$ cat config.mk
export PLATFORM = sky130hd
export DESIGN_NAME = rar_back
export DESIGN_NICKNAME = d
export VERILOG_FILES = /design/src/hdl/rar_pkg.sv /design/src/hdl/rar_back.sv
export SDC_FILE = /design/constraint.sdc
export NUM_CORES = 1
export LEC_CHECK = 0
export ABC_AREA = 1
export ABC_CLOCK_PERIOD_IN_PS = 9000
export BUFFER_PORTS_ARGS = -buffer_cell sky130_fd_sc_hd__buf_2
export CORE_MARGIN = 2
export CORE_UTILIZATION = 40
export DETAILED_ROUTE_END_ITERATION = 8
export PLACE_DENSITY = 0.65
export SETUP_SLACK_MARGIN = 0.1
export SYNTH_ARGS = -nofsm -noshare
export SYNTH_HDL_FRONTEND = slang
export SYNTH_SLANG_ARGS = --single-unit
$ cat constraint.sdc
create_clock -name clk -period 9 [get_ports clk]
set_input_delay 1.8 -clock clk [delete_from_list [all_inputs] [get_ports clk]]
set_output_delay 1.8 -clock clk [all_outputs]
set_load 0.01 [all_outputs]
$ cat src/hdl/rar_pkg.sv
package rar_pkg;

	typedef enum logic [1:0] {
		FUNC_ADD = 2'd0,
		FUNC_SUB = 2'd1,
		FUNC_MUL = 2'd2,
		FUNC_DIV = 2'd3
	} func_t;

	localparam int unsigned NUM_W = 63;
	localparam int unsigned DEN_W = 61;
	localparam int unsigned MAG_W = 62;

	// raw fraction handed from front to back
	typedef struct packed {
		logic             rn_neg;
		logic             rd_neg;
		logic [MAG_W-1:0] nm;
		logic [MAG_W-1:0] dm;
	} raw_t;

	typedef enum logic [2:0] {
		BK_IDLE,
		BK_GCD,
		BK_DIVN,
		BK_DIVD,
		BK_DONE
	} bk_state_t;

endpackage

$ cat src/hdl/rar_back.sv
module rar_back (
	input  logic                          clk,
	input  logic                          arst_n,
	input  logic                          in_valid,
	output logic                          in_ready,
	input  rar_pkg::raw_t                 in_raw,
	output logic                          empty,
	input  logic                          pop,
	output logic [rar_pkg::NUM_W-1:0]     res_num,
	output logic [rar_pkg::DEN_W-1:0]     res_den,
	output logic                          div_zero
);
	import rar_pkg::*;

	localparam int CW = $clog2(MAG_W + 1);

	bk_state_t state_q, state_d;
	logic [MAG_W-1:0] x_q, y_q, nm_q, dm_q, g_q, rem_q, quo_q, dvd_q;
	logic [CW-1:0]    cnt_q;
	logic             neg_q, zero_q;

	// one restoring step, shared by gcd remainders and exact divides
	logic [MAG_W-1:0] div_den;
	logic [MAG_W:0]   trial;
	logic [MAG_W-1:0] rem_sh;
	assign div_den = (state_q == BK_GCD) ? y_q : g_q;
	assign rem_sh = {rem_q[MAG_W-2:0], dvd_q[MAG_W-1]};
	assign trial = {1'b0, rem_sh} - {1'b0, div_den};

	logic last;
	assign last = (cnt_q == CW'(MAG_W - 1));
	logic [MAG_W-1:0] rem_n, quo_n;
	assign rem_n = (trial[MAG_W] || rem_q[MAG_W-1]) && !(rem_q[MAG_W-1])
		? rem_sh : (trial[MAG_W] && !rem_q[MAG_W-1] ? rem_sh : MAG_W'(trial));
	assign quo_n = {quo_q[MAG_W-2:0], !trial[MAG_W] || rem_q[MAG_W-1]};

	assign in_ready = (state_q == BK_IDLE);
	assign empty = (state_q != BK_DONE);

	// next state
	always_comb begin
		state_d = state_q;
		unique case (state_q)
			BK_IDLE: if (in_valid) state_d = (in_raw.dm == '0) ? BK_DONE : BK_GCD;
			BK_GCD:  if (y_q == '0) state_d = BK_DIVN;
			BK_DIVN: if (last) state_d = BK_DIVD;
			BK_DIVD: if (last) state_d = BK_DONE;
			BK_DONE: if (pop) state_d = BK_IDLE;
			default: state_d = BK_IDLE;
		endcase
	end

	always_ff @(posedge clk or negedge arst_n) begin
		if (!arst_n) state_q <= BK_IDLE;
		else state_q <= state_d;
	end

	// datapath: load, euclid via bit-serial remainder, then two divides
	always_ff @(posedge clk or negedge arst_n) begin
		if (!arst_n) cnt_q <= '0;
		else if (state_q == BK_IDLE || (state_q == BK_GCD && y_q == '0)) cnt_q <= '0;
		else if (state_q == BK_GCD || state_q == BK_DIVN || state_q == BK_DIVD)
			cnt_q <= last ? '0 : cnt_q + 1'b1;
	end

	always_ff @(posedge clk) begin
		unique case (state_q)
			BK_IDLE: if (in_valid) begin
				nm_q <= in_raw.nm;
				dm_q <= in_raw.dm;
				x_q <= in_raw.nm;
				y_q <= in_raw.dm;
				dvd_q <= in_raw.nm;
				rem_q <= '0;
				quo_q <= '0;
				neg_q <= in_raw.rn_neg ^ in_raw.rd_neg;
				zero_q <= (in_raw.dm == '0);
			end
			BK_GCD: if (y_q == '0) begin
				g_q <= x_q;
				dvd_q <= nm_q;
				rem_q <= '0;
			end else if (last) begin
				x_q <= y_q;
				y_q <= rem_n;
				dvd_q <= y_q;
				rem_q <= '0;
			end else begin
				rem_q <= rem_n;
				dvd_q <= {dvd_q[MAG_W-2:0], 1'b0};
			end
			BK_DIVN: begin
				quo_q <= quo_n;
				if (last) begin
					nm_q <= quo_n;
					dvd_q <= dm_q;
					rem_q <= '0;
				end else begin
					rem_q <= rem_n;
					dvd_q <= {dvd_q[MAG_W-2:0], 1'b0};
				end
			end
			BK_DIVD: begin
				rem_q <= rem_n;
				quo_q <= quo_n;
				dvd_q <= {dvd_q[MAG_W-2:0], 1'b0};
				if (last) dm_q <= quo_n;
			end
			BK_DONE: ;
			default: ;
		endcase
	end

	logic [NUM_W-1:0] nm_ext;
	assign nm_ext = NUM_W'(nm_q);
	assign res_num = zero_q ? '0 : ((neg_q && nm_q != '0) ? -nm_ext : nm_ext);
	assign res_den = zero_q ? '0 : DEN_W'(dm_q);
	assign div_zero = zero_q;

	a_done_den: assert property (@(posedge clk) disable iff (!arst_n)
		(state_q == BK_DONE && !zero_q) |-> (dm_q != '0))
		else $error("zero denominator on valid result");
	a_err_zero: assert property (@(posedge clk) disable iff (!arst_n)
		(!empty && div_zero) |-> (res_num == '0 && res_den == '0))
		else $error("error result not cleared");
	a_hold: assert property (@(posedge clk) disable iff (!arst_n)
		(!empty && !pop) |=> !empty)
		else $error("result dropped");

endmodule

== Word level (Yosys, flattened, before mapping) ==
Cells that the tools add are included.
Word-level totals
  bits in registers: 506
  input bits: 130
  output and inout bits: 127
Cells by class
  add/sub/neg operators: 3
  equality and inequality tests: 13
  mux-type cells: 36
  bitwise logic cells: 1
  reductions and logical operators: 30
Operator list (count)
  62-bit two-way mux: 16
  62-bit case mux with 2 select lines: 4
  62-bit case mux with 4 select lines: 2
  63-bit two-way mux: 2
  62-bit zero test: 2
  61-bit case mux with 2 select lines: 1
  62-bit negator with 63-bit output: 1
  62-bit by 62-bit subtractor with 63-bit output: 1
  62-bit nonzero test: 1
  61-bit two-way mux: 1
  3-bit two-way mux: 6
  6-bit two-way mux: 3
  3-bit case mux with 5 select lines: 1
  2-bit inequality test, second input constant: 6
  2-bit nonzero test: 5
  2-bit AND reduction: 4
  6-bit by 1-bit adder with 6-bit output, second input constant: 1
  3-bit by 2-bit equality test with 1-bit output, second input constant: 2
  6-bit equality test, second input constant: 1
  3-bit AND reduction: 2
  1-bit logical OR: 5
  5-bit AND reduction: 1
  1-bit logical AND: 4
  4-bit AND reduction: 1
  9 further kinds: 10

== Logic depth before layout (Yosys ltp) ==
  word-level depth: 9
  depth in mapped cells: 25
  gate-level depth less buffers: 23

== Worst setup path before layout ==
OpenSTA, ideal clock, no wires.
  path type: input-to-reg
  from: input port in_valid
  to: register x_q[0], enable pin
  setup time: 0.608 ns
  data arrival time: 7.260 ns
  data required time: 8.392 ns
  setup slack: 1.132 ns
  stages: 4
  path buffers: 0
  cells stage by stage: inv_1 -> nor2_1 -> nor2_1 -> nor2_1
On the way
  word-level cells in the longest chain between the ends: 2
Ends and longest elaborated chain
  from (decl): RTL line rar_back.sv:4  | input logic in_valid,
  2-bit inequality test (no line)
  4-bit AND reduction (no line)
  to (signal assigned): RTL line rar_back.sv:71  | x_q <= in_raw.nm;
  to (signal assigned): RTL line rar_back.sv:84  | x_q <= y_q;
  to (decl): RTL line rar_back.sv:18  | logic [MAG_W-1:0] x_q, y_q, nm_q, dm_q, g_q, rem_q, quo_q, dvd_q;
No other way between the ends.
A chain may end at the register's enable or synchronous reset.

== Worst setup path in the final report ==
  from: register nm_q[0]
  to: output port res_num[12] in the netlist's numbering
On the way
  word-level cells in the longest chain between the ends: 4
Ends and longest elaborated chain
  from (decl): RTL line rar_back.sv:18
  from (signal assigned): RTL line rar_back.sv:69  | nm_q <= in_raw.nm;
  from (signal assigned): RTL line rar_back.sv:95  | nm_q <= quo_n;
  parallel branches: the longest is 2 deep, another holds 62-bit negator with 63-bit output
  63-bit two-way mux (*) (2 in a row): RTL line rar_back.sv:116  | assign res_num = zero_q ? '0 : ((neg_q && nm_q != '0) ? -nm_ext : nm_ext);
  to (decl): RTL line rar_back.sv:9  | output logic [rar_pkg::NUM_W-1:0] res_num,
Mark *: on every way between the ends.

==> results.cfg <==
[synthesis]
synthMuxAreaShare_pct = 0
synth-async-reset-ratio_pct = 1.78
synth_fa_ha_area_share_pct = 2.51
synth_edf_count = 497
synth_xor_area_share_pct = 1.29
synth_area_leaders = edfxtp_1 (45%), nand2_1 (14%), inv_1 (7.4%)
syn_area_um2 = 33200
ys_ff_latch = 506
syn_inst = 4474
synthSimpleGateAreaFrac_pct = 31.6
avgSynthCellArea_um2 = 7.41
synth_top_area_share_pct = 45.0
synth_seq_area_share_pct = 45.7
synth_cell_types = 43
synthFlopType = edfxtp_1
yosys_warnings = 0
synth_compound_area_share_pct = 8.81
synth_fp_nets = 4670
synth_top_family_by_area = simple AND/OR/NAND/NOR gates
synth_area_leader_cell = edfxtp_1

[global_routing]
grt_max_degree = 189
gr-total-overflow = 0
grt_pass1_wl_um = 182000
first_global_vias = 27900
grt_antenna_before_repair = 0
track_usage_pct = 28.5

[detailed_routing]
ant_nets = 0
vias = 30700
routedWlPerCell_um = 21.6
detail_route.first_pass.iterations = 8
drtIter0Drc = 4010
viasPerCell = 5.34
drt-total-wl_um = 124000
drc = 0

[worst_setup_path]
cp_max_fo = 67
r2r-start = state_q[2]
crit_type = reg2out
start_kind = register
rr_endpoint = y_q[42]
cp-end-kind = output pin
crit_arrival_ns = 4.03
r2r_slack_ns = 3.40
ff2ff_path_depth = 23
critPathRequiredTime_ns = 7.20

[die]
die_area_um2 = 85200
start_util_pct = 40.4
fp.coreArea_um2 = 82100
fp-row-count = 105
die_y_um = 292
die_w_um = 292
io_pins = 257

[clock_tree]
cts_tree = yes
clk_latency_ns = 0.60
clockBufferDepth = 3
cts_root_buffer = clkbuf_16
numCtsBuffers = 51
cts_resized = 0
path_clk_slew_ns = 0.07
h-tree-depth = 2
cts-hold-fix-buffers = 0
cts.sinks = 506
cts_setup_buffers = 0

[sta]
fin_tns_setup_ns = 0
finalSetupViolCount = 0
setup_ws_ns = 3.17
rsz0062_at_grt = no
slew_viol_final = 0
post-route-period-util_pct = 64.8
fmax_mhz = 172
period_minus_slack_ns = 5.83
skew_ns = 0.0259
hold_violations = 0
max-slew-margin-rel_pct = 30.9
worst_pin_slew_ns = 1.04

[min_path]
whs_path_depth = 0
worstHoldEndpoint = g_q[32]
hold_class = reg2reg
min_from = x_q[32]

[cells_and_area]
layout-drive-gt1-share_pct = 10.9
nets = 4834
final_area_um2 = 36900
layout_commonest_cell = nand2_1
n_antenna_cell = 0
final_cell_mix = nand2_1 (1262), inv_1 (649), nor2_1 (589), edfxtp_1 (497), nand3_1 (325)
syn_to_final_growth_pct = 11.2
final_util_pct = 44.9

[power_and_ir_drop]
ir_drop_mv = 0.334
switching_power_mw = 7.81
power_mw = 15.7
p_leak_nw = 17.2
p_clk_share_pct = 13.4
sequentialPowerShare_pct = 31.2
switching_share_pct = 49.6
power_per_cell_area_nw_per_um2 = 427
internal-power_mw = 7.94
p_comb_share_pct = 55.4

[placement]
dpl.hpwl_um = 95500
portBuffers = 256
dp_slack_ns = 3.50
gp_congestion = 1.02
dpl_cell_area_um2 = 35300

[job]
cap_violations = 0

[outcome]
outcome = finished clean
layout make-up:
class	count	area (µm²)
fillers	8294	45200
flip-flops and latches	506	15100
multi-input cells	3113	14700
repair buffers	286	1520
inverters	680	2560
clock inverters	25	185
clock buffers	68	1400
well taps	1070	1340
logic make-up (layout without fill, tap and decap cells):
kind of cell | Yosys count | in the layout
fa+ha+maj | 66 | 66
simple gates | 2452 | 2452
compound gates | 546 | 546
xor+xnor | 49 | 49
flops | 506 | 506
buf+inv | 855 | 1059
routing by layer:
layer / up-vias / share of wire (%) / global-route usage (%)
met5: - / 0 / 0
met4: 0 / 3.5 / 9.17
met3: 176 / 11 / 5.69
met2: 1612 / 42 / 41.6
met1: 14200 / 44 / 42.0
li1: 14700 / - / -
critical path, stage by stage (launching register included):
cell,delay [ns]
edfxtp_1,0.36
inv_1,0.17
ha_1,0.24
inv_1,0.10
nor2_2,0.21
nand2_1,0.09
inv_2,0.07
nand2_1,0.15
nor2_1,0.19
nand2_1,0.09
nand2_2,0.06
buf_4,0.52
inv_2,0.49
o21ai_1,0.36
nor2_1,0.08
buf_2,0.18
sequential cells by signal (all words and copies together) (netlist names), 6 cells and up:
signal and cells:
rem_q 62, dvd_q 62, nm_q 62, g_q 62, quo_q 61, y_q 62, dm_q 62, x_q 62
cnt_q 6
cells in the mapped netlist (17+ instances only):
master	number
a21oi_1	258
a21boi_0	35
o21ai_0	204
nand2_1	1264
edfxtp_1	497
buf_1	22
nand2_2	17
nand4_1	42
o21bai_1	30
or2_4	30
inv_2	26
buf_2	38
nor4_1	36
nand3_1	325
nand3_2	32
xor2_1	17
nor2_1	594
xnor2_1	32
ha_1	65
clkbuf_1	100
nor3_1	63
inv_1	650
power by group through the flow:
stage,registers [mW],logic (mW),clock network [mW]
detailed placement,4.90,8.60,0
global route,4.97,9.68,2.20
CTS,4.86,8.62,2.13
global placement,4.89,8.52,0
floorplan,4.70,6.20,0
finish,4.91,8.72,2.11
metrics by stage:
stage | cells | hold slack [ns]
after floorplan | 4474 | 0.400
after detailed placement | 5655 | 0.405
after CTS | 5748 | 0.401
final | 5748 | 0.407
after global routing | 5748 | 0.412
after global placement | 5655 | 0.401
how the worst max path moves through the flow:
stage                             end  startpoint  depth (start not counted)
after floorplan                x_q[0]    in_valid                          4
after global placement      rem_q[41]  state_q[2]                         23
after detailed placement    rem_q[32]  state_q[2]                         23
after CTS                 res_num[12]     nm_q[0]                         15
after global routing      res_num[12]     nm_q[1]                         15
final                     res_num[12]     nm_q[0]                         15
No activity file was read; power rests on OpenSTA's default activity.
